## config.mk

```make
export PLATFORM = sky130hd
export DESIGN_NAME = csv_stream_tokenizer_top
export DESIGN_NICKNAME = d
export VERILOG_FILES = /design/src/hdl/cst_pkg.sv /design/src/hdl/cst_parse.sv /design/src/hdl/cst_result_fifo.sv /design/src/hdl/csv_stream_tokenizer_top.sv
export SDC_FILE = /design/constraint.sdc
export NUM_CORES = 1
export LEC_CHECK = 0
export ABC_AREA = 1
export BUFFER_PORTS_ARGS = -buffer_cell sky130_fd_sc_hd__buf_2
export CAP_MARGIN = 20
export CORE_MARGIN = 2
export CORE_UTILIZATION = 60
export CTS_CLUSTER_DIAMETER = 40
export CTS_CLUSTER_SIZE = 20
export DETAILED_ROUTE_END_ITERATION = 10
export GPL_TIMING_DRIVEN = 0
export PLACE_DENSITY = 0.8
export SLEW_MARGIN = 20
export SYNTH_ARGS = -nofsm -noshare
export SYNTH_HDL_FRONTEND = slang
export SYNTH_SLANG_ARGS = --single-unit
```

## constraint.sdc

```tcl
create_clock -name clk -period 9.2 [get_ports clk]
set_input_delay 0.46 -clock clk [delete_from_list [all_inputs] [get_ports clk]]
set_output_delay 0.46 -clock clk [all_outputs]
set_load 0.01 [all_outputs]
```

## src/hdl/cst_pkg.sv

```systemverilog
// ----------------------------------------------------------------------------
// cst_pkg
// Shared types and constants of the CSV stream tokenizer.
// ----------------------------------------------------------------------------
package cst_pkg;

  localparam int POSITION_BITS = 32;
  localparam int MAX_RESULTS   = 3;
  localparam int FIFO_DEPTH    = 4;
  localparam int PTR_BITS      = $clog2(FIFO_DEPTH);
  localparam int CNT_BITS      = $clog2(FIFO_DEPTH + 1);
  localparam int ADDR_BITS     = 4;

  localparam logic [7:0] CH_LF  = 8'h0A;
  localparam logic [7:0] CH_CR  = 8'h0D;
  localparam logic [7:0] CH_SP  = 8'h20;
  localparam logic [7:0] CH_TAB = 8'h09;
  localparam logic [7:0] CH_VT  = 8'h0B;
  localparam logic [7:0] CH_FF  = 8'h0C;

  localparam logic [7:0] DELIMITER_RESET = 8'd44;
  localparam logic [7:0] QUOTE_RESET     = 8'd34;

  localparam logic [1:0] REG_DELIMITER   = 2'd0;
  localparam logic [1:0] REG_QUOTE       = 2'd1;
  localparam logic [1:0] REG_QUOTE_EN    = 2'd2;
  localparam logic [1:0] REG_SKIP_HEADER = 2'd3;

  localparam logic ERR_AFTER_QUOTE = 1'b0;
  localparam logic ERR_UNCLOSED    = 1'b1;

  typedef enum logic [2:0] {
    KIND_CONTENT = 3'd0,
    KIND_FIELD   = 3'd1,
    KIND_ROW     = 3'd2,
    KIND_ERROR   = 3'd3,
    KIND_DONE    = 3'd4
  } kind_t;

  typedef enum logic [1:0] {
    QM_OUTSIDE = 2'd0,
    QM_INSIDE  = 2'd1,
    QM_PENDING = 2'd2,
    QM_CLOSED  = 2'd3
  } quote_mode_t;

  typedef struct packed {
    logic [7:0] delimiter_char;
    logic [7:0] quote_char;
    logic       quote_enable;
    logic       skip_first_row;
  } cfg_t;

  typedef struct packed {
    kind_t       kind;
    logic [7:0]  out_byte;
    logic        error_code;
    logic [31:0] error_position;
    logic        last_result;
  } result_t;

endpackage

```

## src/hdl/cst_parse.sv

```systemverilog
// ----------------------------------------------------------------------------
// cst_parse
// Parse state and the single-pass next-state and result logic for one byte.
// ----------------------------------------------------------------------------
module cst_parse (
  input  logic                                        clk,
  input  logic                                        rst,
  input  cst_pkg::cfg_t                               cfg,
  input  logic                                        advance,
  input  logic [7:0]                                  in_byte,
  input  logic                                        end_of_source,
  output cst_pkg::result_t [cst_pkg::MAX_RESULTS-1:0] res,
  output logic [cst_pkg::MAX_RESULTS-1:0]             res_valid
);

  cst_pkg::quote_mode_t                quote_mode, quote_mode_next;
  logic                                field_started, field_started_next;
  logic                                row_has_fields, row_has_fields_next;
  logic                                skip_next_lf, skip_next_lf_next;
  logic                                header_done, header_done_next;
  logic                                error_seen, error_seen_next;
  logic [cst_pkg::POSITION_BITS-1:0]   byte_position, byte_position_next;
  logic [cst_pkg::POSITION_BITS-1:0]   pos_inc;

  cst_pkg::quote_mode_t qm_eff;
  logic                 is_ws;
  logic                 main_v, end_v;
  cst_pkg::kind_t       main_kind, end_kind;
  logic [7:0]           main_byte;
  logic                 main_code, end_code;
  logic [31:0]          main_pos, end_pos;

  assign pos_inc = byte_position + 1'b1;
  assign is_ws   = (in_byte == cst_pkg::CH_SP) || (in_byte == cst_pkg::CH_TAB) ||
                   (in_byte == cst_pkg::CH_VT) || (in_byte == cst_pkg::CH_FF);

  always_comb begin
    quote_mode_next     = quote_mode;
    field_started_next  = field_started;
    row_has_fields_next = row_has_fields;
    skip_next_lf_next   = skip_next_lf;
    header_done_next    = header_done;
    error_seen_next     = error_seen;
    byte_position_next  = pos_inc;
    qm_eff              = quote_mode;
    main_v              = 1'b0;
    main_kind           = cst_pkg::KIND_CONTENT;
    main_byte           = 8'd0;
    main_code           = cst_pkg::ERR_AFTER_QUOTE;
    main_pos            = 32'd0;
    end_v               = 1'b0;
    end_kind            = cst_pkg::KIND_ROW;
    end_code            = cst_pkg::ERR_AFTER_QUOTE;
    end_pos             = 32'd0;

    if (!error_seen) begin
      skip_next_lf_next = 1'b0;
      // LF right after CR is swallowed
      if (!(skip_next_lf && in_byte == cst_pkg::CH_LF)) begin
        if (quote_mode == cst_pkg::QM_INSIDE) begin
          field_started_next = 1'b1;
          if (in_byte == cfg.quote_char) begin
            quote_mode_next = cst_pkg::QM_PENDING;
          end else begin
            main_v    = 1'b1;
            main_kind = cst_pkg::KIND_CONTENT;
            main_byte = in_byte;
          end
        end else if (quote_mode == cst_pkg::QM_PENDING && in_byte == cfg.quote_char) begin
          // doubled quote is a literal quote
          main_v          = 1'b1;
          main_kind       = cst_pkg::KIND_CONTENT;
          main_byte       = in_byte;
          quote_mode_next = cst_pkg::QM_INSIDE;
        end else begin
          if (quote_mode == cst_pkg::QM_PENDING) begin
            qm_eff = cst_pkg::QM_CLOSED;
          end
          quote_mode_next = qm_eff;
          priority if (cfg.quote_enable && in_byte == cfg.quote_char && !field_started) begin
            quote_mode_next    = cst_pkg::QM_INSIDE;
            field_started_next = 1'b1;
          end else if (in_byte == cfg.delimiter_char) begin
            main_v              = 1'b1;
            main_kind           = cst_pkg::KIND_FIELD;
            field_started_next  = 1'b0;
            row_has_fields_next = 1'b1;
            quote_mode_next     = cst_pkg::QM_OUTSIDE;
          end else if (in_byte == cst_pkg::CH_LF || in_byte == cst_pkg::CH_CR) begin
            main_v              = 1'b1;
            main_kind           = cst_pkg::KIND_ROW;
            header_done_next    = 1'b1;
            field_started_next  = 1'b0;
            row_has_fields_next = 1'b0;
            quote_mode_next     = cst_pkg::QM_OUTSIDE;
            skip_next_lf_next   = (in_byte == cst_pkg::CH_CR);
          end else if (qm_eff == cst_pkg::QM_CLOSED) begin
            if (!is_ws) begin
              main_v          = 1'b1;
              main_kind       = cst_pkg::KIND_ERROR;
              main_code       = cst_pkg::ERR_AFTER_QUOTE;
              main_pos        = 32'(byte_position);
              error_seen_next = 1'b1;
            end
          end else begin
            main_v             = 1'b1;
            main_kind          = cst_pkg::KIND_CONTENT;
            main_byte          = in_byte;
            field_started_next = 1'b1;
            quote_mode_next    = cst_pkg::QM_OUTSIDE;
          end
        end
      end
    end

    // header rows: content, field end and row end are dropped
    if (main_v && main_kind != cst_pkg::KIND_ERROR && cfg.skip_first_row && !header_done) begin
      main_v = 1'b0;
    end

    if (end_of_source) begin
      if (!error_seen_next) begin
        if (quote_mode_next == cst_pkg::QM_INSIDE) begin
          end_v    = 1'b1;
          end_kind = cst_pkg::KIND_ERROR;
          end_code = cst_pkg::ERR_UNCLOSED;
          end_pos  = 32'(pos_inc);
        end else if (field_started_next || row_has_fields_next) begin
          end_v = !(cfg.skip_first_row && !header_done_next);
        end
      end
      quote_mode_next     = cst_pkg::QM_OUTSIDE;
      field_started_next  = 1'b0;
      row_has_fields_next = 1'b0;
      skip_next_lf_next   = 1'b0;
      header_done_next    = 1'b0;
      error_seen_next     = 1'b0;
      byte_position_next  = '0;
    end
  end

  always_comb begin
    res_valid = {end_of_source, end_v, main_v};

    res[0].kind           = main_kind;
    res[0].out_byte       = main_byte;
    res[0].error_code     = main_code;
    res[0].error_position = main_pos;
    res[0].last_result    = !end_v && !end_of_source;

    res[1].kind           = end_kind;
    res[1].out_byte       = 8'd0;
    res[1].error_code     = end_code;
    res[1].error_position = end_pos;
    res[1].last_result    = !end_of_source;

    res[2].kind           = cst_pkg::KIND_DONE;
    res[2].out_byte       = 8'd0;
    res[2].error_code     = cst_pkg::ERR_AFTER_QUOTE;
    res[2].error_position = 32'd0;
    res[2].last_result    = 1'b1;
  end

  always_ff @(posedge clk) begin
    if (rst) begin
      quote_mode     <= cst_pkg::QM_OUTSIDE;
      field_started  <= 1'b0;
      row_has_fields <= 1'b0;
      skip_next_lf   <= 1'b0;
      header_done    <= 1'b0;
      error_seen     <= 1'b0;
      byte_position  <= '0;
    end else if (advance) begin
      quote_mode     <= quote_mode_next;
      field_started  <= field_started_next;
      row_has_fields <= row_has_fields_next;
      skip_next_lf   <= skip_next_lf_next;
      header_done    <= header_done_next;
      error_seen     <= error_seen_next;
      byte_position  <= byte_position_next;
    end
  end

endmodule

```

## src/hdl/cst_result_fifo.sv

```systemverilog
// ----------------------------------------------------------------------------
// cst_result_fifo
// Small result queue: takes up to three results per cycle, gives one.
// ----------------------------------------------------------------------------
module cst_result_fifo (
  input  logic                                        clk,
  input  logic                                        rst,
  input  logic                                        push,
  input  cst_pkg::result_t [cst_pkg::MAX_RESULTS-1:0] push_res,
  input  logic [cst_pkg::MAX_RESULTS-1:0]             push_valid,
  input  logic                                        pop,
  output cst_pkg::result_t                            head,
  output logic                                        not_empty,
  output logic                                        room,
  output logic [cst_pkg::CNT_BITS-1:0]                level
);

  cst_pkg::result_t entries [cst_pkg::FIFO_DEPTH];
  logic [cst_pkg::PTR_BITS-1:0] wr_ptr, rd_ptr;
  logic [cst_pkg::CNT_BITS-1:0] count, count_next, level_after_pop;
  logic [cst_pkg::PTR_BITS-1:0] offset [cst_pkg::MAX_RESULTS];
  logic [cst_pkg::CNT_BITS-1:0] npush;

  // compact the valid results into consecutive entries
  always_comb begin
    npush = '0;
    for (int k = 0; k < cst_pkg::MAX_RESULTS; k++) begin
      offset[k] = cst_pkg::PTR_BITS'(npush);
      npush     = npush + cst_pkg::CNT_BITS'(push_valid[k]);
    end
  end

  assign not_empty       = (count != '0);
  assign level_after_pop = count - cst_pkg::CNT_BITS'(pop);
  assign room            = level_after_pop <=
                           cst_pkg::CNT_BITS'(cst_pkg::FIFO_DEPTH - cst_pkg::MAX_RESULTS);
  assign count_next      = level_after_pop + (push ? npush : '0);
  assign head            = entries[rd_ptr];
  assign level           = count;

  always_ff @(posedge clk) begin
    if (rst) begin
      wr_ptr <= '0;
      rd_ptr <= '0;
      count  <= '0;
    end else begin
      count <= count_next;
      if (push) begin
        wr_ptr <= wr_ptr + cst_pkg::PTR_BITS'(npush);
      end
      if (pop) begin
        rd_ptr <= rd_ptr + 1'b1;
      end
    end
  end

  always_ff @(posedge clk) begin
    for (int k = 0; k < cst_pkg::MAX_RESULTS; k++) begin
      if (push && push_valid[k]) begin
        entries[cst_pkg::PTR_BITS'(wr_ptr + offset[k])] <= push_res[k];
      end
    end
  end

endmodule

```

## src/hdl/csv_stream_tokenizer_top.sv

```systemverilog
// ----------------------------------------------------------------------------
// csv_stream_tokenizer_top
// Streaming CSV tokenizer with APB configuration registers.
// ----------------------------------------------------------------------------
// throughput: one byte per cycle while each byte yields at most one result and out_ready stays high; a byte with
//   several results holds back later bytes while the single-result output drains the 4-entry result queue
// reset: synchronous, clears parse state and queue, loads register defaults; no clearing pass
module csv_stream_tokenizer_top (
  input  logic                          clk,
  input  logic                          rst,
  input  logic                          psel,
  input  logic                          penable,
  input  logic                          pwrite,
  input  logic [cst_pkg::ADDR_BITS-1:0] paddr,
  input  logic [31:0]                   pwdata,
  output logic [31:0]                   prdata,
  output logic                          pready,
  input  logic                          in_valid,
  output logic                          in_ready,
  input  logic [7:0]                    in_byte,
  input  logic                          end_of_source,
  output logic                          out_valid,
  input  logic                          out_ready,
  output logic [2:0]                    kind,
  output logic [7:0]                    out_byte,
  output logic                          error_code,
  output logic [31:0]                   error_position,
  output logic                          last_result
);

  cst_pkg::cfg_t cfg;
  logic [1:0]    reg_index;
  logic          reg_write;

  logic          in_reg_valid;
  logic [7:0]    in_reg_byte;
  logic          in_reg_last;
  logic          advance;
  logic          room;
  logic          pop;

  cst_pkg::result_t [cst_pkg::MAX_RESULTS-1:0] res;
  logic [cst_pkg::MAX_RESULTS-1:0]             res_valid;
  cst_pkg::result_t                            head;
  logic [cst_pkg::CNT_BITS-1:0]                level;

  // configuration registers
  assign pready    = 1'b1;
  assign reg_index = paddr[3:2];
  assign reg_write = psel && penable && pwrite;

  always_ff @(posedge clk) begin
    if (rst) begin
      cfg.delimiter_char <= cst_pkg::DELIMITER_RESET;
      cfg.quote_char     <= cst_pkg::QUOTE_RESET;
      cfg.quote_enable   <= 1'b1;
      cfg.skip_first_row <= 1'b0;
    end else if (reg_write) begin
      unique case (reg_index)
        cst_pkg::REG_DELIMITER:   cfg.delimiter_char <= pwdata[7:0];
        cst_pkg::REG_QUOTE:       cfg.quote_char     <= pwdata[7:0];
        cst_pkg::REG_QUOTE_EN:    cfg.quote_enable   <= pwdata[0];
        cst_pkg::REG_SKIP_HEADER: cfg.skip_first_row <= pwdata[0];
      endcase
    end
  end

  always_comb begin
    unique case (reg_index)
      cst_pkg::REG_DELIMITER:   prdata = {24'd0, cfg.delimiter_char};
      cst_pkg::REG_QUOTE:       prdata = {24'd0, cfg.quote_char};
      cst_pkg::REG_QUOTE_EN:    prdata = {31'd0, cfg.quote_enable};
      cst_pkg::REG_SKIP_HEADER: prdata = {31'd0, cfg.skip_first_row};
    endcase
  end

  // input register; it moves on as soon as the queue can take three results
  assign advance  = in_reg_valid && room;
  assign in_ready = !in_reg_valid || advance;

  always_ff @(posedge clk) begin
    if (rst) begin
      in_reg_valid <= 1'b0;
    end else if (in_ready) begin
      in_reg_valid <= in_valid;
    end
  end

  always_ff @(posedge clk) begin
    if (in_valid && in_ready) begin
      in_reg_byte <= in_byte;
      in_reg_last <= end_of_source;
    end
  end

  cst_parse u_parse (
    .clk           (clk),
    .rst           (rst),
    .cfg           (cfg),
    .advance       (advance),
    .in_byte       (in_reg_byte),
    .end_of_source (in_reg_last),
    .res           (res),
    .res_valid     (res_valid)
  );

  assign pop = out_valid && out_ready;

  cst_result_fifo u_fifo (
    .clk        (clk),
    .rst        (rst),
    .push       (advance),
    .push_res   (res),
    .push_valid (res_valid),
    .pop        (pop),
    .head       (head),
    .not_empty  (out_valid),
    .room       (room),
    .level      (level)
  );

  assign kind           = head.kind;
  assign out_byte       = head.out_byte;
  assign error_code     = head.error_code;
  assign error_position = head.error_position;
  assign last_result    = head.last_result;

  a_level_bound: assert property (@(posedge clk) disable iff (rst)
    level <= cst_pkg::CNT_BITS'(cst_pkg::FIFO_DEPTH))
    else $error("result queue overfilled");

  a_done_on_last: assert property (@(posedge clk) disable iff (rst)
    advance && in_reg_last |-> res_valid[cst_pkg::MAX_RESULTS-1])
    else $error("last source byte without done result");

  a_in_reg_hold: assert property (@(posedge clk) disable iff (rst)
    in_reg_valid && !advance |=> in_reg_valid && $stable(in_reg_byte) && $stable(in_reg_last))
    else $error("held input byte lost or changed");

endmodule

```

==> results of run 1 <==
routing by layer:
layer	part of all wire	GRT usage	vias up
met5	0	0	-
met4	0.044	0.167	0
met3	0.13	0.0841	195
met2	0.42	0.619	1189
met1	0.41	0.551	7916
li1	-	-	8072
cell families after synthesis:
logic type,Yosys count,synth area share
AND/OR/NAND/NOR,1372,0.395
buffers and inverters,427,0.123
AO/OA/AOI/OAI,312,0.108
flip-flops,256,0.341
XOR/XNOR,38,0.0217
adder cells (fa/ha/maj),12,0.0108
other,2,0.000491
power groups by stage:
stage | combinational, uW | sequential, uW | clock (uW)
global route | 1860 | 1640 | 1550
global placement | 1570 | 1610 | 0
detailed placement | 1630 | 1620 | 0
finish | 1700 | 1610 | 1510
CTS | 1650 | 1600 | 1510
floorplan | 1140 | 1580 | 0
worst paths after layout:
kind                           end                   from  cells past startpoint  slack [ps]
min reg2reg  u_fifo.entries[1][44]  u_fifo.entries[1][44]                      2         450
max reg2reg  u_fifo.entries[1][16]         in_reg_byte[0]                     23        4250
max          u_fifo.entries[1][16]         in_reg_byte[0]                     23        4250
min                 in_reg_byte[0]             in_byte[0]                      1         110
layout make-up:
type	count	area (um2)
multi-input cells	1759	8320
fillers	2233	7540
flip-flops and latches	256	5220
clock buffers	44	1030
inverters	255	958
plain buffers	172	923
repair buffers	82	422
well taps	330	413
clock inverters	26	298
state kept, by name, indices dropped and copies added, names as in the netlist, 2 cells and up, named ones only:
| signal | flops |
|---|---|
| u_fifo.level | 3 |
| u_parse.quote_mode | 2 |
| cfg | 18 |
| in_reg_byte | 8 |
| u_fifo.rd_ptr | 2 |
| u_fifo.wr_ptr | 2 |
| u_fifo.entries | 180 |
| u_parse.byte_position | 32 |
worst max-delay path, delay by kind of cell, from the launching register on:
| family | cells | cell delay [ps] |
|---|---|---|
| adder cells (fa/ha/maj) | 2 | 530 |
| AND/OR/NAND/NOR | 14 | 2030 |
| XOR/XNOR | 1 | 310 |
| buffers and inverters | 6 | 1420 |
| flip-flops | 1 | 510 |
synthesized netlist by cell type, types with 4 or more instances:
cell type and count:
sky130_fd_sc_hd__nor2_4 4, sky130_fd_sc_hd__nand2_2 8, sky130_fd_sc_hd__nand2_1 451, sky130_fd_sc_hd__nor2_1 548
sky130_fd_sc_hd__a21oi_1 192, sky130_fd_sc_hd__o211ai_1 7, sky130_fd_sc_hd__nand3_1 63, sky130_fd_sc_hd__nor3_1 78
sky130_fd_sc_hd__or2_2 19, sky130_fd_sc_hd__o22ai_1 14, sky130_fd_sc_hd__o21ai_1 5, sky130_fd_sc_hd__inv_1 239
sky130_fd_sc_hd__clkbuf_1 90, sky130_fd_sc_hd__buf_2 12, sky130_fd_sc_hd__buf_6 15, sky130_fd_sc_hd__xnor2_1 13
sky130_fd_sc_hd__edfxtp_1 9, sky130_fd_sc_hd__nand4_1 171, sky130_fd_sc_hd__dfxtp_1 247, sky130_fd_sc_hd__ha_1 10
sky130_fd_sc_hd__nor4_1 8, sky130_fd_sc_hd__nand3_4 4, sky130_fd_sc_hd__xor2_1 25, sky130_fd_sc_hd__inv_2 12
sky130_fd_sc_hd__buf_4 40, sky130_fd_sc_hd__buf_1 15, sky130_fd_sc_hd__o21ai_0 81
stage by stage:
step                instances  setup slack [ps]  instance area [um2]  total power, uW  hold slack [ps]
floorplan                2442              5460                15400             2720              413
global placement         2851              3910                16200             3180              426
detailed placement       2854              4460                16200             3250              431
CTS                      2924              4420                17600             4750              100
global route             2924              4000                17600             5050              102
finish                   2924              4250                17600             4820              106
cells in the final DEF (no fill, tap or decap), types with 4 or more instances in the layout:
cell type                   count
sky130_fd_sc_hd__nand2_1      451
sky130_fd_sc_hd__clkinv_2       6
sky130_fd_sc_hd__conb_1        25
sky130_fd_sc_hd__nand3_4        4
sky130_fd_sc_hd__nor3_1        74
sky130_fd_sc_hd__inv_6          7
sky130_fd_sc_hd__o22ai_1       14
sky130_fd_sc_hd__or2_2         19
sky130_fd_sc_hd__clkbuf_16     40
sky130_fd_sc_hd__nor2_4         4
sky130_fd_sc_hd__o211ai_1       7
sky130_fd_sc_hd__nand3_1       63
sky130_fd_sc_hd__clkbuf_1      93
sky130_fd_sc_hd__o21ai_0       81
sky130_fd_sc_hd__buf_6         16
sky130_fd_sc_hd__xor2_1        25
sky130_fd_sc_hd__nor4_1         8
sky130_fd_sc_hd__ha_1          10
sky130_fd_sc_hd__nand2_2        8
sky130_fd_sc_hd__o21ai_1        5
sky130_fd_sc_hd__buf_2         91
sky130_fd_sc_hd__inv_1        239
sky130_fd_sc_hd__clkinv_4       4
sky130_fd_sc_hd__nor2_1       548
sky130_fd_sc_hd__buf_1         15
sky130_fd_sc_hd__dfxtp_1      247
sky130_fd_sc_hd__nor3_2         4
sky130_fd_sc_hd__xnor2_1       13
sky130_fd_sc_hd__a21oi_1      192
sky130_fd_sc_hd__edfxtp_1       9
sky130_fd_sc_hd__nand4_1      171
sky130_fd_sc_hd__buf_4         42
sky130_fd_sc_hd__inv_2         12
==> flow_results.xml, run 1 <==
<?xml version="1.0" encoding="UTF-8"?>
<metrics>
  <group name="yosys">
    <metric name="avgSynthCellArea" unit="um2">6.33</metric>
    <metric name="synth_seq_cells" unit="">256</metric>
    <metric name="post-synth-top-area-fraction" unit="">0.323</metric>
    <metric name="post-synth-top-area-cell" unit="">sky130_fd_sc_hd__dfxtp_1</metric>
    <metric name="yosysUniqueCellTypes" unit="">51</metric>
    <metric name="synthCells" unit="">2419</metric>
    <metric name="ys.flop_type" unit="">sky130_fd_sc_hd__dfxtp_1</metric>
    <metric name="synthTopCellsByArea" unit="">sky130_fd_sc_hd__dfxtp_1, sky130_fd_sc_hd__nor2_1, sky130_fd_sc_hd__nand2_1</metric>
    <metric name="synth-async-reset-ratio" unit="">0</metric>
    <metric name="post_synth_edffs" unit="">9</metric>
    <metric name="yosysWarningCount" unit="">0</metric>
    <metric name="synth_area" unit="mm2">0.0153</metric>
    <metric name="yosysSeqAreaShare" unit="">0.341</metric>
  </group>
  <group name="die">
    <metric name="fp.dieH" unit="um">164</metric>
    <metric name="total_die_area" unit="mm2">0.0268</metric>
    <metric name="num_rows" unit="">58</metric>
    <metric name="coreArea" unit="mm2">0.0251</metric>
    <metric name="io_pins" unit="">132</metric>
    <metric name="floorplan.initialDensity" unit="">0.610</metric>
    <metric name="die_x" unit="um">164</metric>
  </group>
  <group name="timing">
    <metric name="period_needed" unit="ps">4950</metric>
    <metric name="grt_setup_unrepaired" unit="">false</metric>
    <metric name="drv_slew" unit="">0</metric>
    <metric name="fin_skew" unit="ps">25.5</metric>
    <metric name="post-route-period-util" unit="">0.538</metric>
    <metric name="timing.setup.tns" unit="ps">0</metric>
    <metric name="final_hold_viol_count" unit="">0</metric>
    <metric name="fmaxAchievable" unit="GHz">0.202</metric>
    <metric name="least_margin_pin_slew" unit="ps">1040</metric>
    <metric name="final_report_setup_violation_count" unit="">0</metric>
    <metric name="slew-limit-headroom" unit="">0.305</metric>
  </group>
  <group name="routing">
    <metric name="ant_nets" unit="">0</metric>
    <metric name="residual_drc_count" unit="">0</metric>
    <metric name="vias" unit="">17400</metric>
    <metric name="routed_wl" unit="um">54800</metric>
    <metric name="avgViaCountPerCell" unit="">5.94</metric>
    <metric name="first_iter_violations" unit="">2592</metric>
    <metric name="wire_per_inst" unit="um">18.7</metric>
    <metric name="firstDrtPassIters" unit="">8</metric>
  </group>
  <group name="power">
    <metric name="p_int" unit="uW">2860</metric>
    <metric name="total_switching_power" unit="uW">1960</metric>
    <metric name="power_per_cell_area" unit="mW/mm2">274</metric>
    <metric name="share_clk_of_total_power" unit="">0.313</metric>
    <metric name="max-vdd-ir-drop" unit="mV">0.228</metric>
    <metric name="power.switching_fraction" unit="">0.406</metric>
    <metric name="part_of_the_power_in_combinational_logic" unit="">0.354</metric>
    <metric name="p_seq_frac" unit="">0.334</metric>
    <metric name="p_leak" unit="uW">0.00806</metric>
  </group>
  <group name="clock_network">
    <metric name="post-cts-setup-buffer-count" unit="">0</metric>
    <metric name="cts_max_path_buffers" unit="">3</metric>
    <metric name="cts_tree" unit="">built</metric>
    <metric name="h-tree-depth" unit="">2</metric>
    <metric name="worst_skew_pair.late_latency" unit="ps">540</metric>
    <metric name="cts_hold_buf" unit="">0</metric>
    <metric name="post_cts_resized" unit="">0</metric>
    <metric name="clk_pin_slew_worst_paths" unit="ps">50</metric>
    <metric name="number_of_buffers_inserted_during_clock_tree_synthesis" unit="">39</metric>
    <metric name="cts-root-buf" unit="">sky130_fd_sc_hd__clkbuf_16</metric>
    <metric name="clock_sink_count" unit="">256</metric>
  </group>
  <group name="flow_run">
    <metric name="cap_violations" unit="">0</metric>
  </group>
  <group name="placement">
    <metric name="io_buffer_count" unit="">79</metric>
    <metric name="dp_hpwl" unit="um">41500</metric>
    <metric name="finalWeightedCongestion" unit="">1.01</metric>
  </group>
  <group name="global_routing">
    <metric name="antenna_found_initial" unit="">0</metric>
    <metric name="global_route_wire_length_before_repair" unit="um">84700</metric>
    <metric name="globalRoute.totalOverflow" unit="">0</metric>
    <metric name="grt_max_degree" unit="">17</metric>
    <metric name="grt_usage" unit="">0.403</metric>
    <metric name="number_of_global_route_vias_before_repair" unit="">15600</metric>
  </group>
  <group name="worst_setup_path">
    <metric name="timing.critical_path.from_type" unit="">flip-flop</metric>
    <metric name="cp_cell_sequence" unit="">inv_2 &gt; nand2_1 &gt; nand2_1 &gt; nor2_1 &gt; and2_1 &gt; nand2_1 &gt; nand2_1 &gt; nand3_1 &gt; nand2_1 &gt; nand2_1 &gt; nand2_2 &gt; nor2_4 &gt; inv_2 &gt; nand2_4 &gt; buf_2 &gt; ha_1 &gt; ha_1 &gt; xor2_1 &gt; inv_1 &gt; nor3_2 &gt; buf_4 &gt; clkbuf_1 &gt; nor2_1</metric>
    <metric name="worstSetupEndpointType" unit="">flip-flop</metric>
    <metric name="timing.critical_path.slowest_cell_delay" unit="ps">510</metric>
    <metric name="path_max_fanout" unit="">10</metric>
    <metric name="timing_worst_setup_path_type" unit="">flip-flop to flip-flop</metric>
    <metric name="critical-path-slowest-cell" unit="">sky130_fd_sc_hd__edfxtp_1</metric>
    <metric name="timing.critical_path.mode_cell" unit="">sky130_fd_sc_hd__nand2_1</metric>
    <metric name="required_worst_endpoint" unit="ps">9590</metric>
    <metric name="worstPathArrival" unit="ps">5340</metric>
  </group>
  <group name="cells_and_area">
    <metric name="synthToLayoutAreaGrowth" unit="%">14.8</metric>
    <metric name="drive_gt1_frac" unit="">0.109</metric>
    <metric name="design.final.nets" unit="">2629</metric>
    <metric name="n_antenna_cell" unit="">0</metric>
    <metric name="finish.utilization" unit="">0.700</metric>
  </group>
  <group name="outcome">
    <metric name="status" unit="">finished, final reports clean</metric>
  </group>
  <group name="worst_hold_path">
    <metric name="min-delay-path-class" unit="">primary input to flip-flop</metric>
  </group>
</metrics>
(Power assumes the default switching activity.)
==> run 2, diff against run 1 <==
--- a/config.mk
+++ b/config.mk
@@ -9,12 +9,12 @@
 export BUFFER_PORTS_ARGS = -buffer_cell sky130_fd_sc_hd__buf_2
 export CAP_MARGIN = 20
 export CORE_MARGIN = 2
-export CORE_UTILIZATION = 60
+export CORE_UTILIZATION = 55
 export CTS_CLUSTER_DIAMETER = 40
 export CTS_CLUSTER_SIZE = 20
 export DETAILED_ROUTE_END_ITERATION = 10
 export GPL_TIMING_DRIVEN = 0
-export PLACE_DENSITY = 0.8
+export PLACE_DENSITY = 0.77
 export SLEW_MARGIN = 20
 export SYNTH_ARGS = -nofsm -noshare
 export SYNTH_HDL_FRONTEND = slang
==> constraint.sdc (replaced) <==
create_clock -name clk -period 4.4 [get_ports clk]
set_input_delay 0.22 -clock clk [delete_from_list [all_inputs] [get_ports clk]]
set_output_delay 0.22 -clock clk [all_outputs]
set_load 0.01 [all_outputs]
==> flow_results.xml, run 2 (same netlist as run 1, synthesis figures left out) <==
<?xml version="1.0" encoding="UTF-8"?>
<metrics>
  <group name="routing">
    <metric name="vias" unit="">17100</metric>
    <metric name="wire_per_inst" unit="um">18.5</metric>
    <metric name="avgViaCountPerCell" unit="">5.70</metric>
    <metric name="firstDrtPassIters" unit="">6</metric>
    <metric name="routed_wl" unit="um">55600</metric>
    <metric name="residual_drc_count" unit="">0</metric>
    <metric name="first_iter_violations" unit="">2104</metric>
    <metric name="ant_nets" unit="">0</metric>
  </group>
  <group name="power">
    <metric name="max-vdd-ir-drop" unit="mV">0.313</metric>
    <metric name="p_leak" unit="uW">0.00823</metric>
    <metric name="power_per_cell_area" unit="mW/mm2">561</metric>
  </group>
  <group name="clock_network">
    <metric name="worst_skew_pair.late_latency" unit="ps">550</metric>
    <metric name="cts_max_path_buffers" unit="">3</metric>
    <metric name="cts-root-buf" unit="">sky130_fd_sc_hd__clkbuf_16</metric>
    <metric name="number_of_buffers_inserted_during_clock_tree_synthesis" unit="">40</metric>
    <metric name="clk_pin_slew_worst_paths" unit="ps">50</metric>
    <metric name="cts_tree" unit="">built</metric>
    <metric name="h-tree-depth" unit="">2</metric>
    <metric name="clock_sink_count" unit="">256</metric>
  </group>
  <group name="worst_setup_path">
    <metric name="timing.critical_path.from_type" unit="">flip-flop</metric>
    <metric name="required_worst_endpoint" unit="ps">4820</metric>
    <metric name="worstSetupEndpointType" unit="">flip-flop</metric>
    <metric name="path_max_fanout" unit="">10</metric>
    <metric name="timing_worst_setup_path_type" unit="">flip-flop to flip-flop</metric>
    <metric name="worstPathArrival" unit="ps">4730</metric>
  </group>
  <group name="die">
    <metric name="floorplan.initialDensity" unit="">0.554</metric>
    <metric name="die_x" unit="um">171</metric>
    <metric name="num_rows" unit="">61</metric>
    <metric name="fp.dieH" unit="um">171</metric>
    <metric name="io_pins" unit="">132</metric>
    <metric name="coreArea" unit="mm2">0.0276</metric>
    <metric name="total_die_area" unit="mm2">0.0292</metric>
  </group>
  <group name="timing">
    <metric name="fin_skew" unit="ps">23.0</metric>
    <metric name="post-route-period-util" unit="">0.980</metric>
    <metric name="slew-limit-headroom" unit="">0.298</metric>
    <metric name="final_hold_viol_count" unit="">0</metric>
    <metric name="final_report_setup_violation_count" unit="">0</metric>
    <metric name="drv_slew" unit="">0</metric>
    <metric name="least_margin_pin_slew" unit="ps">1050</metric>
    <metric name="fmaxAchievable" unit="GHz">0.232</metric>
    <metric name="period_needed" unit="ps">4310</metric>
    <metric name="grt_setup_unrepaired" unit="">true</metric>
  </group>
  <group name="placement">
    <metric name="io_buffer_count" unit="">79</metric>
    <metric name="dp_hpwl" unit="um">41700</metric>
    <metric name="finalWeightedCongestion" unit="">0.980</metric>
    <metric name="dpl.cell_count" unit="">2902</metric>
  </group>
  <group name="worst_hold_path">
    <metric name="min-delay-path-class" unit="">primary input to flip-flop</metric>
  </group>
  <group name="global_routing">
    <metric name="global_route_wire_length_before_repair" unit="um">85700</metric>
    <metric name="antenna_found_initial" unit="">0</metric>
    <metric name="grt_usage" unit="">0.377</metric>
    <metric name="number_of_global_route_vias_before_repair" unit="">15700</metric>
    <metric name="globalRoute.totalOverflow" unit="">0</metric>
    <metric name="grt_max_degree" unit="">13</metric>
  </group>
  <group name="cells_and_area">
    <metric name="drive_gt1_frac" unit="">0.121</metric>
    <metric name="most-common-layout-cells" unit="">sky130_fd_sc_hd__nor2_1, sky130_fd_sc_hd__nand2_1, sky130_fd_sc_hd__dfxtp_1</metric>
    <metric name="finish.utilization" unit="">0.651</metric>
    <metric name="filler_cell_count_in_the_final_layout" unit="">2519</metric>
    <metric name="largest_register_ff_count" unit="">180</metric>
    <metric name="design.final.nets" unit="">2660</metric>
    <metric name="synthToLayoutAreaGrowth" unit="%">17.4</metric>
    <metric name="mostFrequentLayoutCell" unit="">sky130_fd_sc_hd__nor2_1</metric>
    <metric name="n_antenna_cell" unit="">0</metric>
    <metric name="finish.cell_count_without_fillers" unit="">3004</metric>
  </group>
  <group name="outcome">
    <metric name="status" unit="">finished, final reports clean</metric>
  </group>
  <group name="flow_run">
    <metric name="cap_violations" unit="">0</metric>
  </group>
</metrics>
-- run 2: changes by cell type in the layout (fill, tap and decap cells not counted), sizes merged --
cell | before | now
buf | 164 | 176
bufinv | 3 | 1
clkbuf | 134 | 137
clkinv | 16 | 11
clkinvlp | 2 | 9
dlygate4sd3 | 0 | 19
inv | 260 | 258
-- run 2: worst max-delay path, stage by stage (launching register included) --
cell	delay, ps
sky130_fd_sc_hd__edfxtp_1	500
sky130_fd_sc_hd__inv_2	140
sky130_fd_sc_hd__nand2_1	60
sky130_fd_sc_hd__nand2_1	70
sky130_fd_sc_hd__nor2_1	40
sky130_fd_sc_hd__and2_1	140
sky130_fd_sc_hd__nand2_1	230
sky130_fd_sc_hd__nand2_1	110
sky130_fd_sc_hd__nand3_1	90
sky130_fd_sc_hd__nand2_1	60
sky130_fd_sc_hd__nand2_1	130
sky130_fd_sc_hd__nand2_4	120
sky130_fd_sc_hd__nor2_4	180
sky130_fd_sc_hd__inv_2	60
sky130_fd_sc_hd__nand2_4	200
sky130_fd_sc_hd__buf_4	260
sky130_fd_sc_hd__ha_1	280
sky130_fd_sc_hd__ha_1	240
sky130_fd_sc_hd__xor2_2	200
sky130_fd_sc_hd__inv_1	150
sky130_fd_sc_hd__nor3_4	350
sky130_fd_sc_hd__buf_4	240
sky130_fd_sc_hd__clkbuf_4	240
sky130_fd_sc_hd__nor2_1	70
-- run 2: where the power goes --
| group | switching (uW) | internal [uW] |
|---|---|---|
| logic | 2530 | 1100 |
| registers | 347 | 3020 |
| clock network | 1230 | 1860 |
| total | 4100 | 5980 |
-- run 2: path summary, 6_finish.rpt --
| check | from | end | cells after the start | slack, ps |
|---|---|---|---|---|
| max reg2reg | in_reg_byte[0] | u_fifo.entries[0][11] | 23 | 90 |
| min | pwdata[0] | cfg[2] | 3 | 20 |
| min reg2reg | u_fifo.entries[0][44] | u_fifo.entries[0][44] | 2 | 450 |
| max | in_reg_byte[0] | u_fifo.entries[0][11] | 23 | 90 |
-- run 2: layer usage --
layer / part of all wire / vias to the layer above / global-route usage
met4: 0.037 / 0 / 0.141
met5: 0 / - / 0
met2: 0.43 / 984 / 0.581
met1: 0.42 / 7856 / 0.518
li1: - / 8139 / -
met3: 0.11 / 141 / 0.0812
-- run 2: layout make-up --
| cell class | count | area (um2) | area share |
|---|---|---|---|
| plain buffers | 171 | 953 | 0.0530 |
| clock buffers | 48 | 1090 | 0.0608 |
| clock inverters | 24 | 204 | 0.0113 |
| inverters | 255 | 958 | 0.0533 |
| multi-input cells | 1759 | 8380 | 0.466 |
| flip-flops and latches | 256 | 5220 | 0.290 |
| well taps | 378 | 473 | 0.0263 |
| repair buffers | 113 | 702 | 0.0390 |
-- run 2: stage by stage --
stage                     hold WS (ps)  TNS (ps)  area [um2]  setup slack, ps  power (uW)
after global placement             397   -118340       16300             -905        6670
after floorplan                    319         0       15400              664        5690
after CTS                         10.2         0       17800             9.53        9920
final                             20.2         0       18000             87.4       10100
after detailed placement           399    -18860       16300             -286        6810
after global routing              72.1     -2520       18000            -89.3       10600
-- run 2: what timing repair did --
| action | CTS | global route |
|---|---|---|
| hold endpoints to repair | 24 | 0 |
| buffers inserted | 0 | 12 |
| endpoints found under the setup margin | 114 | 172 |
| hold buffers | 19 | 0 |
| resized for setup | 13 | 35 |
| pin swaps | 0 | 4 |
